### config.mk
export PLATFORM = sky130hd
export DESIGN_NAME = igqdp_queue
export DESIGN_NICKNAME = d
export VERILOG_FILES = /design/src/hdl/igqdp_pkg.sv /design/src/hdl/igqdp_queue.sv
export SDC_FILE = /design/constraint.sdc
export NUM_CORES = 1
export LEC_CHECK = 0
export BUFFER_PORTS_ARGS = -buffer_cell sky130_fd_sc_hd__buf_2
export CORE_UTILIZATION = 35
export DETAILED_ROUTE_END_ITERATION = 16
export PLACE_DENSITY = 0.53
export SLEW_MARGIN = 20
export SYNTH_ARGS = -nofsm -noshare
export SYNTH_HDL_FRONTEND = slang
export SYNTH_SLANG_ARGS = --single-unit
### constraint.sdc
create_clock -name aclk -period 3.55 [get_ports aclk]
set_input_delay 0.5325 -clock aclk [delete_from_list [all_inputs] [get_ports aclk]]
set_output_delay 0.5325 -clock aclk [all_outputs]
set_load 0.1 [all_outputs]
### src/hdl/igqdp_pkg.sv
// Package: shared types and FP32 helper functions for the group-quantised dot product.
package igqdp_pkg;

    // Group-close or row-end job handed from the front end to the scaling back end
    typedef struct packed {
        logic [23:0] gsum;
        logic [31:0] ws;
        logic [31:0] as;
        logic        close;
        logic        emit;
    } job_t;

    localparam logic [31:0] QNAN = 32'h7FC0_0000;

    // Signed 24-bit integer to FP32, round to nearest even
    function automatic logic [31:0] i2f(input logic [23:0] v);
        logic        s;
        logic [23:0] a;
        logic [4:0]  lz;
        logic [23:0] n;
        logic [7:0]  e;
        s = v[23];
        a = s ? (~v + 24'd1) : v;
        lz = 5'd0;
        for (int i = 0; i < 24; i++) begin
            if (a[i]) lz = 5'(23 - i);
        end
        n = a << lz;
        if (a == 24'd0) begin
            i2f = 32'd0;
        end else begin
            // value = n * 2^(23-lz-23); 24-bit input magnitude fits 24 bits exactly
            e = 8'(127 + 23 - 32'(lz));
            i2f = {s, e, n[22:0]};
        end
    endfunction

    // FP32 multiply, round to nearest even, with subnormals
    function automatic logic [31:0] fmul(input logic [31:0] x, input logic [31:0] y);
        logic        s;
        logic [7:0]  ex, ey;
        logic [23:0] mx, my;
        logic [47:0] p;
        logic signed [11:0] e;
        logic [5:0]  lz;
        logic [49:0] q;
        logic [24:0] mr;
        logic        g, st;
        int          sh;
        s = x[31] ^ y[31];
        ex = x[30:23];
        ey = y[30:23];
        mx = {ex != 8'd0, x[22:0]};
        my = {ey != 8'd0, y[22:0]};
        if ((ex == 8'hFF && x[22:0] != 0) || (ey == 8'hFF && y[22:0] != 0)) begin
            fmul = QNAN;
        end else if (ex == 8'hFF || ey == 8'hFF) begin
            if ((ex == 8'hFF && y[30:0] == 0) || (ey == 8'hFF && x[30:0] == 0))
                fmul = QNAN;
            else
                fmul = {s, 8'hFF, 23'd0};
        end else begin
            p = mx * my;
            if (p == 48'd0) begin
                fmul = {s, 31'd0};
            end else begin
                lz = 6'd0;
                for (int i = 0; i < 48; i++) begin
                    if (p[i]) lz = 6'(47 - i);
                end
                // value = p * 2^(ex'+ey'-254-46)
                e = 12'(32'(ex == 0 ? 1 : ex) + 32'(ey == 0 ? 1 : ey) - 126) - 12'(lz);
                q = {p << lz, 2'b00};
                if (e < 12'sd1) begin
                    sh = 1 - int'(e);
                    if (sh > 49) sh = 49;
                    st = 1'b0;
                    for (int i = 0; i < 50; i++) begin
                        if (i < sh && q[i]) st = 1'b1;
                    end
                    q = q >> sh;
                    q[0] = q[0] | st;
                    e = 12'sd0;
                end
                // q[49:26] = 24-bit mantissa, q[25] guard, rest sticky
                g = q[25];
                st = |q[24:0];
                mr = {1'b0, q[49:26]};
                if (g && (st || mr[0])) mr = mr + 25'd1;
                if (mr[24]) begin
                    mr = mr >> 1;
                    e = e + 12'sd1;
                end else if (e == 12'sd0 && mr[23]) begin
                    e = 12'sd1;
                end
                if (e >= 12'sd255)
                    fmul = {s, 8'hFF, 23'd0};
                else
                    fmul = {s, e[7:0], mr[22:0]};
            end
        end
    endfunction

    // FP32 add, round to nearest even
    function automatic logic [31:0] fadd(input logic [31:0] x, input logic [31:0] y);
        logic [7:0]  ex, ey, eb;
        logic [26:0] ma, mb;
        logic [27:0] sm;
        logic [31:0] big, sml;
        logic        sb, st, g;
        logic [4:0]  lz;
        logic signed [10:0] e;
        logic [24:0] mr;
        int          d;
        ex = x[30:23];
        ey = y[30:23];
        if ((ex == 8'hFF && x[22:0] != 0) || (ey == 8'hFF && y[22:0] != 0)) begin
            fadd = QNAN;
        end else if (ex == 8'hFF && ey == 8'hFF) begin
            fadd = (x[31] != y[31]) ? QNAN : x;
        end else if (ex == 8'hFF) begin
            fadd = x;
        end else if (ey == 8'hFF) begin
            fadd = y;
        end else begin
            if (x[30:0] >= y[30:0]) begin
                big = x; sml = y;
            end else begin
                big = y; sml = x;
            end
            eb = big[30:23] == 0 ? 8'd1 : big[30:23];
            ma = {big[30:23] != 0, big[22:0], 3'b000};
            mb = {sml[30:23] != 0, sml[22:0], 3'b000};
            d = int'(eb) - int'(sml[30:23] == 0 ? 8'd1 : sml[30:23]);
            st = 1'b0;
            for (int i = 0; i < 27; i++) begin
                if (i < d && mb[i]) st = 1'b1;
            end
            mb = (d > 26) ? 27'd0 : mb >> d;
            mb[0] = mb[0] | st;
            sb = big[31];
            if (big[31] == sml[31]) sm = {1'b0, ma} + {1'b0, mb};
            else sm = {1'b0, ma} - {1'b0, mb};
            if (sm == 28'd0) begin
                fadd = {x[31] & y[31], 31'd0};
            end else begin
                e = 11'(eb);
                if (sm[27]) begin
                    sm = {1'b0, sm[27:2], sm[1] | sm[0]};
                    e = e + 11'sd1;
                end
                lz = 5'd0;
                for (int i = 0; i < 27; i++) begin
                    if (sm[i]) lz = 5'(26 - i);
                end
                if (11'(lz) > e - 11'sd1) lz = 5'(e - 11'sd1);
                sm = sm << lz;
                e = e - 11'(lz);
                if (!sm[26]) e = 11'sd0;
                g = sm[2];
                st = sm[1] | sm[0];
                mr = {1'b0, sm[26:3]};
                if (g && (st || mr[0])) mr = mr + 25'd1;
                if (mr[24]) begin
                    mr = mr >> 1;
                    e = e + 11'sd1;
                end else if (e == 11'sd0 && mr[23]) begin
                    e = 11'sd1;
                end
                if (e >= 11'sd255) fadd = {sb, 8'hFF, 23'd0};
                else fadd = {sb, e[7:0], mr[22:0]};
            end
        end
    endfunction

endpackage

### src/hdl/igqdp_queue.sv
// Short job queue between front end and back end.
module igqdp_queue #(
    parameter int DEPTH = 4
) (
    input  logic            aclk,
    input  logic            aresetn,
    input  logic            wr_valid,
    output logic            wr_ready,
    input  igqdp_pkg::job_t wr_data,
    output logic            rd_valid,
    input  logic            rd_ready,
    output igqdp_pkg::job_t rd_data
);
    localparam int AW = $clog2(DEPTH);

    igqdp_pkg::job_t   mem [DEPTH];
    logic [AW-1:0]     wp_reg, rp_reg;
    logic [AW:0]       cnt_reg;
    logic              wr, rd;

    assign wr_ready = cnt_reg != (AW+1)'(DEPTH);
    assign rd_valid = cnt_reg != '0;
    assign wr = wr_valid && wr_ready;
    assign rd = rd_valid && rd_ready;
    assign rd_data = mem[rp_reg];

    // Storage
    always_ff @(posedge aclk) begin
        if (wr) mem[wp_reg] <= wr_data;
    end

    // Pointers and fill count
    always_ff @(posedge aclk) begin
        if (!aresetn) begin
            wp_reg  <= '0;
            rp_reg  <= '0;
            cnt_reg <= '0;
        end else begin
            if (wr) wp_reg <= (wp_reg == AW'(DEPTH - 1)) ? '0 : wp_reg + AW'(1);
            if (rd) rp_reg <= (rp_reg == AW'(DEPTH - 1)) ? '0 : rp_reg + AW'(1);
            cnt_reg <= cnt_reg + (AW+1)'(wr) - (AW+1)'(rd);
        end
    end
endmodule

==> results.ini <==
[detailed_routing]
drt_iter0_markers=280
drt-wirelength-per-cell_um=20.61
drc=0
vias=6062
ant_nets=0
totalWireLength_mm=26.30
drt_pre_antenna_iters=4
post_drt_via_cell_ratio=4.751

[sta]
setup_total_negative_slack_ns=0
layout_setup_ws_ns=0.6723
slew_violations=0
timing.fmax_ghz=0.3475
final-hold-violation-count=0
fin_crit_sh_pct=81.06
finalSetupViolations=0
period_needed_ns=2.878
whs_ns=0.2012
slew_headroom_pct=53.66
tightest_slew_ns=0.6952
finalClockSkew_ns=0.01273
rsz0062_at_grt=false

[layout]
nets=837
largest_reg_flops=360
drive_gt1_share_pct=45.16
synthToLayoutAreaGrowth_pct=21.50
fillers=3272
seqCellArea_mm2=0.01100
multi_input_area_mm2=0.002316

[clock_tree]
clockRootBuffer=clkbuf_16
clkLatencyLatePin_ns=0.54
htreeDepth=2
cts_hold_buffers=0
cts_buffers=40
clkTransAtPathRegs_ns=0.06
post_cts_resized=0
cts_tree=built
clock-sinks=369
clock_path_buffers=3
cts_setup_buffers=0

[logic_synthesis]
yosysSeqAreaShare_pct=81.79
synth-main-ff-cell=edfxtp_1
synth-edff-count=360
synthTopCellsByArea=edfxtp_1 (80%), mux4_2 (15%), dfxtp_1 (1.3%)
synth_seq_cells=369
yosysTopAreaCellShare_pct=80.45
netlist.top_cell.by_area=edfxtp_1
avgSynthCellArea_um2=25.74
syn_inst=522
synth_area_mm2=0.01344
ys_warn_count=0
synthDistinctLibCells=27
synthArstFlopShare_pct=0
syn_nets=624

[setup_path]
end_kind=primary output
critical_path.max_fanout=28
crit_type=reg2out
required_ns=3.02
cp-start-kind=register
crit_arrival_ns=2.35

[floorplanning]
initial_core_util_pct=35.59
num_rows=71
die_w_um=197.9
ios=186
die_area_mm2=0.03918
core_area_mm2=0.03776
die_h_um=197.9

[min_path]
hold_path_class=in2reg

[placement]
io_buffers=185
dp_slack_ns=0.9999
hpwlAfterDp_mm=15.43
gp_congestion=0.6870

[power]
p_per_area_mw_per_mm2=914.0
leakage_uw=0.005402
irDropWorstVdd_mv=0.8077

[grt]
grt-ovfl-total=0
grt_start_max_net_pins=53
track_usage_pct=13.78
antenna_found_initial=3
grt_pass1_vias=6772
grt_pass1_wl_mm=39.88

[status]
status=finished clean

[run]
cap_violations=0

cell usage after synthesis, types with 2 or more instances:
cell type and n:
and2_1 2, inv_1 6, dfxtp_1 9, o21ai_0 2
edfxtp_1 360, and3_1 2, buf_2 2, mux4_2 90
ha_1 7, and3_2 2, xnor2_1 2, buf_4 9
clkbuf_1 9, nand3_1 2, nand2_1 5, nor2_1 2
report_power, final:
part	internal (uW)	switching [uW]	leakage (uW)
Clock	2420	1620	0.000614
Sequential	5280	133	0.00337
Combinational	1120	4350	0.00141
Total	8820	6110	0.00540
kinds of logic after synthesis:
kind of cell	after synthesis	share of synthesized area (%)
buffers and inverters	28	1.108
AOI/OAI and AO/OA	4	0.1676
DFF	369	81.79
xor gates and xnor gates	2	0.1304
muxes	91	15.16
adders and majority gates	8	0.8007
and+or+nand+nor	20	0.8474
per-stage QoR:
step / cell area [um2] / total power, uW / utilization [%] / std cells
after floorplan: 13440 / 10140 / - / 522
after global placement: 15050 / 11000 / 39.86 / 1204
after detailed placement: 15050 / 11060 / 39.86 / 1204
after CTS: 16320 / 15140 / 43.24 / 1275
after global routing: 16320 / 15450 / 43.24 / 1275
final: 16330 / 14920 / 43.24 / 1276
placed cells by master (no fill, tap or decap), types with 3 or more instances in the layout:
cell and count:
dfxtp_1 7, ha_1 7, inv_6 3, buf_12 7, clkinv_2 3, nand2_1 5
bufinv_16 4, clkbuf_16 41, mux4_2 90, clkinv_1 7, buf_2 185, inv_1 6
edfxtp_1 360, and3_4 4, clkbuf_1 10
layer usage:
layer,vias up,GRT usage (%),part of all wire [%]
met5,-,0,0.087
met4,4,4.967,2.0
met3,40,3.901,5.9
met2,154,23.33,51
met1,3187,16.83,41
li1,2677,-,-
worst max-delay path, stage by stage, from the launching register on:
cell and delay, ns:
dfxtp_4 0.68, buf_4 0.39, mux4_2 0.28, buf_2 0.43
final cells by class:
class                           count  area share (%)
Multi-Input combinational cell    125           14.18
Clock inverter                     20           1.295
Inverter                            6          0.1379
Clock buffer                       51           6.514
Sequential cell                   369           67.36
Timing Repair Buffer              193           6.575
Tap cell                          511           3.916
Antenna cell                        1         0.01533
final timing paths:
| check | from | to | slack [ns] | depth (start not counted) |
|---|---|---|---|---|
| worst max-delay path | register | rd_data[37] | 0.67 | 3 |
| worst max register to register | cnt_reg[1] | cnt_reg[2] | 0.99 | 11 |
| worst min register to register | rp_reg[0] | register | 0.52 | 2 |
| worst min-delay path | wr_data[62] | mem[2][62] | 0.20 | 1 |
(Power assumes the default switching activity.)
