--- src/hdl/igqdp_pkg.sv ---
// Package: shared types and FP32 helper functions for the group-quantised dot product.
package igqdp_pkg;

    // Group-close or row-end job handed from the front end to the scaling back end
    typedef struct packed {
        logic [23:0] gsum;
        logic [31:0] ws;
        logic [31:0] as;
        logic        close;
        logic        emit;
    } job_t;

    localparam logic [31:0] QNAN = 32'h7FC0_0000;

    // Signed 24-bit integer to FP32, round to nearest even
    function automatic logic [31:0] i2f(input logic [23:0] v);
        logic        s;
        logic [23:0] a;
        logic [4:0]  lz;
        logic [23:0] n;
        logic [7:0]  e;
        s = v[23];
        a = s ? (~v + 24'd1) : v;
        lz = 5'd0;
        for (int i = 0; i < 24; i++) begin
            if (a[i]) lz = 5'(23 - i);
        end
        n = a << lz;
        if (a == 24'd0) begin
            i2f = 32'd0;
        end else begin
            // value = n * 2^(23-lz-23); 24-bit input magnitude fits 24 bits exactly
            e = 8'(127 + 23 - 32'(lz));
            i2f = {s, e, n[22:0]};
        end
    endfunction

    // FP32 multiply, round to nearest even, with subnormals
    function automatic logic [31:0] fmul(input logic [31:0] x, input logic [31:0] y);
        logic        s;
        logic [7:0]  ex, ey;
        logic [23:0] mx, my;
        logic [47:0] p;
        logic signed [11:0] e;
        logic [5:0]  lz;
        logic [49:0] q;
        logic [24:0] mr;
        logic        g, st;
        int          sh;
        s = x[31] ^ y[31];
        ex = x[30:23];
        ey = y[30:23];
        mx = {ex != 8'd0, x[22:0]};
        my = {ey != 8'd0, y[22:0]};
        if ((ex == 8'hFF && x[22:0] != 0) || (ey == 8'hFF && y[22:0] != 0)) begin
            fmul = QNAN;
        end else if (ex == 8'hFF || ey == 8'hFF) begin
            if ((ex == 8'hFF && y[30:0] == 0) || (ey == 8'hFF && x[30:0] == 0))
                fmul = QNAN;
            else
                fmul = {s, 8'hFF, 23'd0};
        end else begin
            p = mx * my;
            if (p == 48'd0) begin
                fmul = {s, 31'd0};
            end else begin
                lz = 6'd0;
                for (int i = 0; i < 48; i++) begin
                    if (p[i]) lz = 6'(47 - i);
                end
                // value = p * 2^(ex'+ey'-254-46)
                e = 12'(32'(ex == 0 ? 1 : ex) + 32'(ey == 0 ? 1 : ey) - 126) - 12'(lz);
                q = {p << lz, 2'b00};
                if (e < 12'sd1) begin
                    sh = 1 - int'(e);
                    if (sh > 49) sh = 49;
                    st = 1'b0;
                    for (int i = 0; i < 50; i++) begin
                        if (i < sh && q[i]) st = 1'b1;
                    end
                    q = q >> sh;
                    q[0] = q[0] | st;
                    e = 12'sd0;
                end
                // q[49:26] = 24-bit mantissa, q[25] guard, rest sticky
                g = q[25];
                st = |q[24:0];
                mr = {1'b0, q[49:26]};
                if (g && (st || mr[0])) mr = mr + 25'd1;
                if (mr[24]) begin
                    mr = mr >> 1;
                    e = e + 12'sd1;
                end else if (e == 12'sd0 && mr[23]) begin
                    e = 12'sd1;
                end
                if (e >= 12'sd255)
                    fmul = {s, 8'hFF, 23'd0};
                else
                    fmul = {s, e[7:0], mr[22:0]};
            end
        end
    endfunction

    // FP32 add, round to nearest even
    function automatic logic [31:0] fadd(input logic [31:0] x, input logic [31:0] y);
        logic [7:0]  ex, ey, eb;
        logic [26:0] ma, mb;
        logic [27:0] sm;
        logic [31:0] big, sml;
        logic        sb, st, g;
        logic [4:0]  lz;
        logic signed [10:0] e;
        logic [24:0] mr;
        int          d;
        ex = x[30:23];
        ey = y[30:23];
        if ((ex == 8'hFF && x[22:0] != 0) || (ey == 8'hFF && y[22:0] != 0)) begin
            fadd = QNAN;
        end else if (ex == 8'hFF && ey == 8'hFF) begin
            fadd = (x[31] != y[31]) ? QNAN : x;
        end else if (ex == 8'hFF) begin
            fadd = x;
        end else if (ey == 8'hFF) begin
            fadd = y;
        end else begin
            if (x[30:0] >= y[30:0]) begin
                big = x; sml = y;
            end else begin
                big = y; sml = x;
            end
            eb = big[30:23] == 0 ? 8'd1 : big[30:23];
            ma = {big[30:23] != 0, big[22:0], 3'b000};
            mb = {sml[30:23] != 0, sml[22:0], 3'b000};
            d = int'(eb) - int'(sml[30:23] == 0 ? 8'd1 : sml[30:23]);
            st = 1'b0;
            for (int i = 0; i < 27; i++) begin
                if (i < d && mb[i]) st = 1'b1;
            end
            mb = (d > 26) ? 27'd0 : mb >> d;
            mb[0] = mb[0] | st;
            sb = big[31];
            if (big[31] == sml[31]) sm = {1'b0, ma} + {1'b0, mb};
            else sm = {1'b0, ma} - {1'b0, mb};
            if (sm == 28'd0) begin
                fadd = {x[31] & y[31], 31'd0};
            end else begin
                e = 11'(eb);
                if (sm[27]) begin
                    sm = {1'b0, sm[27:2], sm[1] | sm[0]};
                    e = e + 11'sd1;
                end
                lz = 5'd0;
                for (int i = 0; i < 27; i++) begin
                    if (sm[i]) lz = 5'(26 - i);
                end
                if (11'(lz) > e - 11'sd1) lz = 5'(e - 11'sd1);
                sm = sm << lz;
                e = e - 11'(lz);
                if (!sm[26]) e = 11'sd0;
                g = sm[2];
                st = sm[1] | sm[0];
                mr = {1'b0, sm[26:3]};
                if (g && (st || mr[0])) mr = mr + 25'd1;
                if (mr[24]) begin
                    mr = mr >> 1;
                    e = e + 11'sd1;
                end else if (e == 11'sd0 && mr[23]) begin
                    e = 11'sd1;
                end
                if (e >= 11'sd255) fadd = {sb, 8'hFF, 23'd0};
                else fadd = {sb, e[7:0], mr[22:0]};
            end
        end
    endfunction

endpackage

--- src/hdl/igqdp_front.sv ---
// Front end: integer group accumulation and classification of each element.
module igqdp_front #(
    parameter int MAX_GROUP = 256
) (
    input  logic                 aclk,
    input  logic                 aresetn,
    input  logic [8:0]           grp_len,
    input  logic                 in_valid,
    output logic                 in_ready,
    input  logic [7:0]           act_value,
    input  logic [7:0]           weight_value,
    input  logic [31:0]          act_scale,
    input  logic [31:0]          weight_scale,
    input  logic                 row_end,
    output logic                 job_valid,
    input  logic                 job_ready,
    output igqdp_pkg::job_t      job
);
    localparam int CW = $clog2(MAX_GROUP + 1);

    logic [23:0]   gsum_reg, gsum_next;
    logic [CW-1:0] cnt_reg, cnt_next;
    logic [CW-1:0] eff;
    logic [23:0]   prod;
    logic [CW-1:0] cnt_inc;
    logic          close;
    logic          fire;

    // Effective group size, clamped to one..MAX_GROUP
    always_comb begin
        if (grp_len == 9'd0) eff = CW'(1);
        else if (32'(grp_len) > MAX_GROUP) eff = CW'(MAX_GROUP);
        else eff = CW'(grp_len);
    end

    assign prod    = 24'($signed(act_value) * $signed(weight_value));
    assign cnt_inc = cnt_reg + CW'(1);
    assign close   = cnt_inc >= eff;
    assign in_ready = job_ready;
    assign fire    = in_valid && in_ready;

    // Only elements that close a group or a row produce a job
    assign job_valid  = in_valid && (close || row_end);
    assign job.gsum   = gsum_reg + prod;
    assign job.ws     = weight_scale;
    assign job.as     = act_scale;
    assign job.close  = close;
    assign job.emit   = row_end;

    always_comb begin
        gsum_next = gsum_reg;
        cnt_next  = cnt_reg;
        if (fire) begin
            if (close || row_end) begin
                gsum_next = 24'd0;
                cnt_next  = '0;
            end else begin
                gsum_next = gsum_reg + prod;
                cnt_next  = cnt_inc;
            end
        end
    end

    always_ff @(posedge aclk) begin
        if (!aresetn) begin
            gsum_reg <= 24'd0;
            cnt_reg  <= '0;
        end else begin
            gsum_reg <= gsum_next;
            cnt_reg  <= cnt_next;
        end
    end
endmodule

--- config.mk ---
export PLATFORM = sky130hd
export DESIGN_NAME = igqdp_front
export DESIGN_NICKNAME = d
export VERILOG_FILES = /design/src/hdl/igqdp_pkg.sv /design/src/hdl/igqdp_front.sv
export SDC_FILE = /design/constraint.sdc
export NUM_CORES = 1
export LEC_CHECK = 0
export ABC_AREA = 1
export BUFFER_PORTS_ARGS = -buffer_cell sky130_fd_sc_hd__buf_4
export CORE_UTILIZATION = 27
export DETAILED_ROUTE_END_ITERATION = 8
export MAX_ROUTING_LAYER = met4
export PLACE_DENSITY = 0.45
export SKIP_CTS_REPAIR_TIMING = 1
export SLEW_MARGIN = 25
export SYNTH_ARGS = -nofsm -noshare
export SYNTH_HDL_FRONTEND = slang
export SYNTH_SLANG_ARGS = --single-unit
--- constraint.sdc ---
create_clock -name aclk -period 9.9 [get_ports aclk]
set_input_delay 1.485 -clock aclk [delete_from_list [all_inputs] [get_ports aclk]]
set_output_delay 1.485 -clock aclk [all_outputs]
set_load 0.02 [all_outputs]
==> results of run 1 <==
[worst max path at each step]
stage / from / endpoint / slack, ns / cells after the start
6_report: weight_value[2] / job[87] / 1.08 / 27
5_1_grt: weight_value[2] / job[87] / 0.54 / 27
4_1_cts: weight_value[2] / job[87] / 1.02 / 27
3_5_place_dp: weight_value[2] / job[87] / 1.06 / 27
3_3_place_gp: weight_value[2] / job[87] / 1.05 / 27
2_1_floorplan: act_value[7] / job[89] / 1.88 / 29
[worst min-delay path, cell delays in order (launching register included)]
cell,delay [ns]
dfxtp_1,0.31
nand2_1,0.06
a21oi_1,0.05
[routing by layer]
| layer | vias up | global-route usage [%] | share of wire (%) |
|---|---|---|---|
| li1 | 2647 | - | - |
| met1 | 2233 | 18.6 | 52 |
| met2 | 72 | 20.9 | 44 |
| met3 | 8 | 1.18 | 2.9 |
| met4 | 0 | 2.24 | 0.69 |
| met5 | - | - | 0 |
[cells by family (layout without fill, tap and decap cells)]
family,count (synthesis),count (layout),share of synthesized area [%]
compound gates,102,102,9.38
simple gates,342,342,23.4
xor+xnor,33,33,4.87
buf+inv,275,250,20.9
fa+ha+maj,120,120,30.8
flops,33,33,10.6
[stage by stage]
step                util, %  power, uW  cells  cell area [um^2]
floorplan                 -       1830    905              6240
global placement       28.4       2540   1158              6420
detailed placement     28.4       2520   1158              6420
CTS                    29.1       2720   1165              6580
global route           29.1       2990   1165              6580
finish                 29.1       2680   1165              6580
[placed cells by master, fill, tap and decap left out, types with 3 or more instances in the layout]
cell       synthesis  routed
nand2_1          234     234
inv_1            182     181
a21oi_1           72      72
ha_1              64      64
buf_4             67      59
fa_1              56      56
nor2_1            38      38
nand3_1           33      33
dfxtp_1           33      33
xor2_1            24      24
o21ai_0           10      10
nand4_1            8       8
xnor2_1            7       7
o21bai_1           5       5
a21o_1             5       5
clkbuf_16          0       5
nand3b_1           4       4
nor3_2             4       4
nand2_2            4       4
and2_1             4       4
nor2_2             3       3
inv_2              2       3
[final cells by class]
cell class	instances	area, um^2
clock buffers	5	125
fillers	2532	16100
multi-input cells	597	4270
well taps	285	357
flip-flops and latches	33	661
inverters	184	691
repair buffers	59	443
clock inverters	2	35.0
[power groups by stage]
stage | sequential [uW] | combinational (uW) | clock [uW]
floorplan | 166 | 1670 | 0
global placement | 169 | 2370 | 0
detailed placement | 169 | 2350 | 0
CTS | 167 | 2380 | 181
global route | 169 | 2630 | 186
finish | 166 | 2340 | 176
==> reports/metrics.csv, run 1 <==
stage,metric,value,unit
cts,latest clock arrival within the worst-skew pair,0.28,ns
place,DP HPWL,12000,um
worst_setup_path,CP bufs+invs,8,
cts,clock tree sinks,33,
worst_setup_path,CP endpoint kind,output port,
detailed_routing,"antenna viol nets, final",0,
global_routing,total congestion overflow,0,
worst_setup_path,FF-to-FF End,gsum_reg[23]$_SDFFE_PN0P_,
hold_path,hold depth,2,
timing,max-slew violation count,0,
detailed_routing,drt drc,0,
detailed_routing,router iterations before antenna repair,4,
floorplan,starting density of the core,27.6,%
yosys,Post-synth ARST share,0,%
timing,final setup vio count,0,
timing,final setup TNS,0,ns
floorplan,Core Area,22600,um^2
worst_setup_path,"slowest stage cell, crit path",fa_1,
power_and_ir_drop,worst IR drop on VDD,0.875,mV
yosys,"top cells by count, synth","nand2_1 (234), inv_1 (182), a21oi_1 (72)",
detailed_routing,Detailed Route Iter0 Violations,226,
hold_path,Hold Path End,gsum_reg[21]$_SDFFE_PN0P_,
floorplan,Top Ports,186,
power_and_ir_drop,register share of total power,6.2,%
floorplan,row count,55,
place,pre-CTS setup slack,1.06,ns
yosys,"count leader, synth",nand2_1,
timing,crit path time final,8.82,ns
global_routing,initial antenna violation count,0,
floorplan,die height,154,um
final_layout,Area Overhead vs Synth,5.51,%
cts,root buf cell,clkbuf_16,
yosys,post-synthesis sequential area ratio,10.6,%
timing,"Hold Vio Cnt, Final",0,
detailed_routing,detail-routed via count per cell,4.26,
timing,Final WS setup,1.08,ns
final_layout,max FFs per register,24,
cts,H-tree depth,2,
final_layout,share of layout cells above drive strength 1,10.7,%
final_layout,# nets final,1094,
power_and_ir_drop,clock share of power,6.5,%
yosys,Synth area leader,fa_1,
worst_setup_path,Most Frequent Cell on Critical Path,inv_1,
worst_setup_path,CP top delay family,adder cells,
timing,fmax,113,MHz
timing,Worst-Margin Slew,0.622,ns
cts,largest buffer count on any clock path,2,
hold_path,hold wc startpoint,gsum_reg[21]$_SDFFE_PN0P_,
yosys,top cell type's share of synthesized area,18.0,%
yosys,Post-Syn Nets,1119,
timing,Final Hold Slack,0.469,ns
yosys,Yosys warning count,0,
cts,Worst-path clk slew,0.05,ns
worst_setup_path,critical path peak fanout,9,
worst_setup_path,startpoint types,input port,
worst_setup_path,RR Startpoint,cnt_reg[0]$_SDFFE_PN0P_,
power_and_ir_drop,Static Leak,0.00366,uW
yosys,Synth Register Bits,33,
detailed_routing,Wirelength per Cell,12.2,um
yosys,number of synthesized flops with an enable pin,0,
yosys,Synth Flop Type,dfxtp_1,
yosys,Mean Syn Cell Area,6.89,um^2
cts,cts bufs inserted,5,
timing,RSZ-0062 raised after global routing,no,
yosys,Mapped Area,6240,um^2
status,status,finished clean,
worst_setup_path,CP Data Required Time,8.42,ns
timing,clk_skew,0.00463,ns
yosys,Syn Inst Count,905,
flow_run,max capacitance violation total,0,
detailed_routing,vias,4960,
hold_path,HP Class,register to register,
power_and_ir_drop,switch share,58.3,%
worst_setup_path,Worst R2R Path Depth,14,
place,Port Buffers,57,
worst_setup_path,WP data arrival,7.33,ns
yosys,distinct cell type count after synthesis,40,
floorplan,Die X-Extent,154,um
timing,crit share post-route,89.1,%
place,GP Congestion,0.832,
timing,max_slew headroom,58.5,%
global_routing,pin count of the biggest net entering global routing,34,
final_layout,Antenna Cells,0,
worst_setup_path,Crit Path Category,input port to output port,
global_routing,vias in the first global route,5061,
floorplan,Die ar.,23700,um^2
cts,CTS tree,done,
power_and_ir_drop,total power per unit cell area,408,nW/um^2
detailed_routing,final WL,14200,um
power_and_ir_drop,internal power,1120,uW
global_routing,first-pass GRT wire length,25200,um
worst_setup_path,reg2reg setup slack,6.82,ns
worst_setup_path,critical path's largest stage delay,0.60,ns
yosys,most area-consuming cells after synthesis,"fa_1 (18%), nand2_1 (14%), ha_1 (13%), inv_1 (11%), dfxtp_1 (11%)",
power_and_ir_drop,Comb pwr share,87.3,%
power_and_ir_drop,net switching power,1560,uW
global_routing,GRT Resource Usage Total,13.2,%
(Power assumes the default switching activity.)
==> inputs of run 2 (changes only) <==
--- a/config.mk
+++ b/config.mk
@@ -7,10 +7,12 @@
 export LEC_CHECK = 0
 export ABC_AREA = 1
 export BUFFER_PORTS_ARGS = -buffer_cell sky130_fd_sc_hd__buf_4
+export CELL_PAD_IN_SITES_DETAIL_PLACEMENT = 1
+export CELL_PAD_IN_SITES_GLOBAL_PLACEMENT = 1
 export CORE_UTILIZATION = 27
 export DETAILED_ROUTE_END_ITERATION = 8
 export MAX_ROUTING_LAYER = met4
-export PLACE_DENSITY = 0.45
+export PLACE_DENSITY = 0.61
 export SKIP_CTS_REPAIR_TIMING = 1
 export SLEW_MARGIN = 25
 export SYNTH_ARGS = -nofsm -noshare
==> run 2 against run 1 <==
- count of clock-buffer cells in the layout is the same
- clock power is essentially flat
- design area stayed put
- sequential power hardly changed
- largest cell class unchanged
- die area unchanged
- sequential cell count unchanged
- non-clock buffer count stayed put
- global-route usage up 0.94 points
==> reports/metrics.csv, run 2 (synthesized netlist as in run 1, its figures left out) <==
stage,metric,value,unit,change
status,status,finished clean,,
hold_path,HP Class,register to register,,
global_routing,initial antenna violation count,0,,unchanged
cts,root buf cell,clkbuf_16,,
detailed_routing,final WL,15200,um,+6.8%
worst_setup_path,startpoint types,input port,,
timing,final setup TNS,0,ns,unchanged
final_layout,"most common cell after layout, fill and taps aside",nand2_1,,
detailed_routing,vias,5130,,+3.4%
final_layout,Area Overhead vs Synth,5.51,%,unchanged
timing,crit share post-route,89.2,%,+0.10 points
global_routing,first-pass GRT wire length,27300,um,+8.2%
final_layout,Antenna Cells,0,,unchanged
final_layout,most frequent cells in the layout,"nand2_1 (234), inv_1 (181), a21oi_1 (72), ha_1 (64), buf_4 (59)",,
final_layout,share of layout cells above drive strength 1,10.7,%,unchanged
cts,latest clock arrival within the worst-skew pair,0.28,ns,about the same
detailed_routing,"antenna viol nets, final",0,,unchanged
worst_setup_path,critical path's largest stage delay,0.60,ns,about the same
timing,Worst-Margin Slew,0.621,ns,-0.000845 ns
worst_setup_path,Crit Path Category,input port to output port,,
floorplan,Core Area,22600,um^2,unchanged
worst_setup_path,CP Data Required Time,8.42,ns,about the same
global_routing,total congestion overflow,0,,unchanged
detailed_routing,Wirelength per Cell,13.1,um,+6.8%
worst_setup_path,CP endpoint kind,output port,,
worst_setup_path,CP top delay family,adder cells,,
floorplan,Die X-Extent,154,um,unchanged
worst_setup_path,WP data arrival,7.34,ns,about the same
cts,clock tree sinks,33,,unchanged
timing,clk_skew,0.00377,ns,-0.000863 ns
place,DP HPWL,13200,um,+9.6%
detailed_routing,Detailed Route Iter0 Violations,177,,-22%
timing,"Hold Vio Cnt, Final",0,,unchanged
floorplan,die height,154,um,unchanged
cts,largest buffer count on any clock path,2,,unchanged
final_layout,final instance area,6580,um^2,unchanged
timing,final setup vio count,0,,unchanged
worst_setup_path,CP Depth,27,,unchanged
detailed_routing,detail-routed via count per cell,4.40,,+3.4%
floorplan,starting density of the core,27.6,%,unchanged
hold_path,hold depth,2,,unchanged
worst_setup_path,"slowest stage cell, crit path",fa_1,,
worst_setup_path,Worst R2R Path Depth,14,,unchanged
timing,fmax,113,MHz,-0.11%
worst_setup_path,Most Frequent Cell on Critical Path,inv_1,,
worst_setup_path,CP bufs+invs,8,,unchanged
floorplan,Die ar.,23700,um^2,unchanged
worst_setup_path,critical path peak fanout,9,,unchanged
power_and_ir_drop,Static Leak,0.00366,uW,unchanged
cts,CTS tree,done,,
cts,Worst-path clk slew,0.05,ns,about the same
final_layout,max FFs per register,24,,unchanged
floorplan,row count,55,,unchanged
floorplan,Top Ports,186,,unchanged
place,Area after DPL,6420,um^2,unchanged
power_and_ir_drop,total power per unit cell area,413,nW/um^2,+1.2%
global_routing,vias in the first global route,5610,,+11%
detailed_routing,router iterations before antenna repair,4,,unchanged
timing,crit path time final,8.83,ns,+0.0100 ns
cts,H-tree depth,2,,unchanged
final_layout,# nets final,1094,,unchanged
global_routing,GRT Resource Usage Total,14.2,%,+0.94 points
detailed_routing,drt drc,0,,unchanged
cts,cts bufs inserted,5,,unchanged
global_routing,pin count of the biggest net entering global routing,34,,unchanged
place,GP Congestion,0.818,,-1.7%
place,Port Buffers,57,,unchanged
timing,max_slew headroom,58.5,%,about the same
flow_run,max capacitance violation total,0,,unchanged
power_and_ir_drop,worst IR drop on VDD,0.585,mV,-33%
timing,RSZ-0062 raised after global routing,no,,
timing,max-slew violation count,0,,unchanged
-- run 2: worst register-to-register path, stage by stage (launching register included) --
cell	delay, ns
dfxtp_1	0.41
ha_1	0.22
nand3_1	0.13
nand3b_1	0.22
nor2_1	0.11
nand2_1	0.07
xnor2_1	0.20
ha_1	0.31
a21oi_1	0.18
o21a_2	0.18
o2111ai_4	0.16
nor3_4	0.13
buf_4	0.36
nand3_1	0.14
a21oi_1	0.14
-- run 2: cell type report --
type	count	area [um^2]
Fill cell	2861	16100
Tap cell	285	357
Sequential cell	33	661
Timing Repair Buffer	59	443
Clock inverter	2	35.0
Inverter	184	691
Multi-Input combinational cell	597	4270
Clock buffer	5	125
-- run 2: through the flow --
stage                     util (%)  hold WS, ns  instances  power (uW)  setup WS (ns)
final                         29.1        0.470       1165        2720           1.07
after global routing          29.1        0.499       1165        3020          0.586
after CTS                     29.1        0.473       1165        2770          0.993
after detailed placement      28.4        0.464       1158        2560           1.03
after global placement        28.4        0.460       1158        2560           1.06
after floorplan                  -        0.450        905        1830           1.88
-- run 2: metal layers --
| metal | share of wire, % | GRT usage, % | vias to the layer above | wire (um) |
|---|---|---|---|---|
| met3 | 2.4 | 1.38 | 10 | 359 |
| met2 | 47 | 23.7 | 54 | 7220 |
| li1 | - | - | 2635 | - |
| met4 | 0.74 | 2.10 | 0 | 112 |
| met1 | 49 | 18.8 | 2431 | 7530 |
| met5 | 0 | - | - | 0 |
-- run 2: where the power goes --
group	switching (uW)	internal, uW	leakage (uW)
clock network	58.7	117	0.0000797
registers	13.1	154	0.000267
logic	1520	850	0.00332
total	1600	1120	0.00366
-- run 2: path summary, 6_finish.rpt --
path / startpoint / end / slack (ns)
setup reg to reg: cnt_reg[0]$_SDFFE_PN0P_ / gsum_reg[19]$_SDFFE_PN0P_ / 6.90
setup / recovery: weight_value[2] / job[87] / 1.07
hold / removal: gsum_reg[6]$_SDFFE_PN0P_ / gsum_reg[6]$_SDFFE_PN0P_ / 0.47
hold reg to reg: gsum_reg[6]$_SDFFE_PN0P_ / gsum_reg[6]$_SDFFE_PN0P_ / 0.47
==> inputs of run 3 (changes only) <==
--- a/config.mk
+++ b/config.mk
@@ -5,16 +5,16 @@
 export SDC_FILE = /design/constraint.sdc
 export NUM_CORES = 1
 export LEC_CHECK = 0
-export ABC_AREA = 1
 export BUFFER_PORTS_ARGS = -buffer_cell sky130_fd_sc_hd__buf_4
 export CELL_PAD_IN_SITES_DETAIL_PLACEMENT = 1
 export CELL_PAD_IN_SITES_GLOBAL_PLACEMENT = 1
 export CORE_UTILIZATION = 27
 export DETAILED_ROUTE_END_ITERATION = 8
 export MAX_ROUTING_LAYER = met4
-export PLACE_DENSITY = 0.61
+export PLACE_DENSITY = 0.59
 export SKIP_CTS_REPAIR_TIMING = 1
 export SLEW_MARGIN = 25
 export SYNTH_ARGS = -nofsm -noshare
 export SYNTH_HDL_FRONTEND = slang
 export SYNTH_SLANG_ARGS = --single-unit
+export TNS_END_PERCENT = 100
==> run 3 against run 2 <==
- routed wire length down 3.6%
- setup slack worse by 0.48 ns
- final cell count down 16%
- die area down 3.3%
- register-to-register slack worse by 0.54 ns
- sequential share of layout area up 0.29 points
- fmax down 5.2%
- sequential cell count unchanged
- first-iteration DRC count down 41%
==> reports/metrics.csv, run 3 <==
stage,metric,value,unit,change
status,status,finished clean,,
floorplan,row count,54,,-1.8%
timing,crit path time final,9.31,ns,+0.484 ns
detailed_routing,drt drc,0,,unchanged
yosys,top cell type's share of synthesized area,18.6,%,+0.63 points
hold_path,HP Class,register to register,,
final_layout,Area Overhead vs Synth,6.10,%,
place,Area after DPL,6220,um^2,-3.2%
cts,Worst-path clk slew,0.05,ns,about the same
final_layout,FF/Latch Area,661,um^2,unchanged
yosys,post-synthesis sequential area ratio,11.0,%,+0.37 points
final_layout,# nets final,916,,-16%
global_routing,initial antenna violation count,0,,unchanged
timing,final setup vio count,0,,unchanged
yosys,Synth area leader,fa_1,,
cts,CTS tree,done,,
cts,largest buffer count on any clock path,2,,unchanged
worst_setup_path,crit path launch,weight_value[4],,
worst_setup_path,critical path peak fanout,8,,-1
flow_run,max capacitance violation total,0,,unchanged
yosys,Mapped Area,6030,um^2,-3.4%
detailed_routing,vias,4589,,-11%
timing,max-slew violation count,0,,unchanged
yosys,Mean Syn Cell Area,8.42,um^2,+22%
hold_path,hold wc startpoint,gsum_reg[5]$_SDFFE_PN0P_,,
worst_setup_path,WP data arrival,7.83,ns,+0.49 ns
global_routing,pin count of the biggest net entering global routing,37,,+8.8%
yosys,Post-Syn Nets,930,,-17%
timing,Final WS setup,0.590,ns,-0.484 ns
timing,RSZ-0062 raised after global routing,no,,
floorplan,Top Ports,186,,unchanged
global_routing,first-pass GRT wire length,24800,um,-8.8%
place,pre-CTS setup slack,0.529,ns,-0.502 ns
cts,latest clock arrival within the worst-skew pair,0.28,ns,about the same
timing,Worst-Margin Slew,0.898,ns,+0.277 ns
timing,max_slew headroom,39.7,%,-19 points
yosys,"count leader, synth",inv_1,,
floorplan,Die X-Extent,151,um,-1.7%
yosys,Yosys warning count,0,,unchanged
yosys,most area-consuming cells after synthesis,"fa_1 (19%), ha_1 (13%), dfxtp_1 (11%), buf_4 (8.5%), inv_1 (6.0%)",,
timing,final setup TNS,0,ns,unchanged
global_routing,vias in the first global route,4910,,-12%
detailed_routing,Detailed Route Iter0 Violations,105,,-41%
timing,crit share post-route,94.0,%,+4.9 points
floorplan,Core Area,21900,um^2,-3.3%
yosys,Synth Flop Type,dfxtp_1,,
yosys,distinct cell type count after synthesis,66,,+65%
yosys,number of synthesized flops with an enable pin,0,,unchanged
final_layout,max FFs per register,24,,unchanged
place,GP Congestion,0.774,,-5.4%
final_layout,final instance area,6400,um^2,-2.8%
yosys,"top cells by count, synth","inv_1 (96), buf_4 (68), ha_1 (64)",,
worst_setup_path,RR Startpoint,cnt_reg[0]$_SDFFE_PN0P_,,
final_layout,share of layout cells above drive strength 1,12.2,%,+1.6 points
worst_setup_path,CP Data Required Time,8.42,ns,about the same
timing,"Hold Vio Cnt, Final",0,,unchanged
cts,H-tree depth,2,,unchanged
detailed_routing,Wirelength per Cell,14.9,um,+14%
worst_setup_path,startpoint types,input port,,
floorplan,die height,151,um,-1.7%
final_layout,Layout fillers,2628,,-8.1%
detailed_routing,router iterations before antenna repair,4,,unchanged
final_layout,"most common cell after layout, fill and taps aside",inv_1,,
detailed_routing,detail-routed via count per cell,4.67,,+6.0%
timing,fmax,107,MHz,-5.2%
detailed_routing,"antenna viol nets, final",0,,unchanged
global_routing,total congestion overflow,0,,unchanged
global_routing,GRT Resource Usage Total,14.1,%,-0.049 points
detailed_routing,final WL,14700,um,-3.6%
worst_setup_path,CP endpoint kind,output port,,
cts,cts bufs inserted,5,,unchanged
final_layout,most frequent cells in the layout,"inv_1 (96), ha_1 (64), buf_4 (61), fa_1 (56), and2_1 (54)",,
floorplan,starting density of the core,27.5,%,about the same
place,DP HPWL,12000,um,-9.2%
cts,root buf cell,clkbuf_16,,
floorplan,Die ar.,22900,um^2,-3.3%
place,Port Buffers,57,,unchanged
final_layout,multi-input logic area,4390,um^2,+2.8%
yosys,Post-synth ARST share,0,%,unchanged
timing,clk_skew,0.00620,ns,+0.00243 ns
final_layout,Antenna Cells,0,,unchanged
yosys,Synth Register Bits,33,,unchanged
worst_setup_path,Crit Path Category,input port to output port,,
cts,clock tree sinks,33,,unchanged
yosys,Syn Inst Count,716,,-21%
==> run 3: kinds of logic (layout without fill, tap and decap cells) <==
group	Yosys count	after routing	synth area share [%]
flops	33	33	11.0
compound gates	129	129	15.4
mux	2	2	0.353
fa+ha+maj	120	120	31.9
xor+xnor	41	41	6.20
simple gates	212	212	18.9
buf+inv	179	166	16.3
==> run 3: worst max-delay path, stage by stage <==
cell and delay [ns]:
buf_4 0.14, and2_1 0.17, fa_1 0.53, inv_1 0.05, fa_1 0.47, inv_1 0.05, fa_1 0.52, inv_1 0.05
fa_1 0.53, inv_1 0.04, ha_1 0.32, a21oi_1 0.26, o21bai_1 0.10, a21oi_1 0.24, o21ai_0 0.12, a21oi_1 0.29
or4b_2 0.62, o211ai_1 0.15, ha_1 0.19, nand2_1 0.12, o41ai_4 0.55, a21oi_2 0.11, a211o_1 0.34, xnor2_1 0.20
buf_4 0.17
==> run 3: final cells by class <==
class                           count  area share [%]
Sequential cell                    33            10.3
Clock buffer                        7            2.23
Timing Repair Buffer               61            7.16
Clock inverter                      1           0.469
Inverter                           97            5.69
Multi-Input combinational cell    504            68.6
Tap cell                          280            5.48
==> run 3: through the flow <==
step | cells | utilization (%) | hold WS (ns)
3_3_place_gp | 975 | 28.4 | 0.457
4_1_cts | 983 | 29.2 | 0.472
5_1_grt | 983 | 29.2 | 0.496
2_1_floorplan | 716 | - | 0.445
3_5_place_dp | 975 | 28.4 | 0.464
6_report | 983 | 29.2 | 0.470
==> run 3: path summary, 6_finish.rpt <==
| check | end | slack [ns] | cells past startpoint |
|---|---|---|---|
| worst max-delay path | job[89] | 0.59 | 25 |
| worst min-delay path | gsum_reg[5]$_SDFFE_PN0P_ | 0.47 | 2 |
| worst max register to register | gsum_reg[19]$_SDFFE_PN0P_ | 6.36 | 13 |
| worst min register to register | gsum_reg[5]$_SDFFE_PN0P_ | 0.47 | 2 |
==> run 3: metal layers <==
metal	wire [um]	track usage (%)	share of wire [%]	up-vias
li1	-	-	-	2283
met1	7150	18.8	49	2238
met2	6950	22.7	47	52
met3	415	2.14	2.8	16
met4	157	2.75	1.1	0
met5	0	-	0	-
Power of run 3 is not shown: default switching activity piles up to over one toggle a cycle in this logic, so the estimate is an artifact.
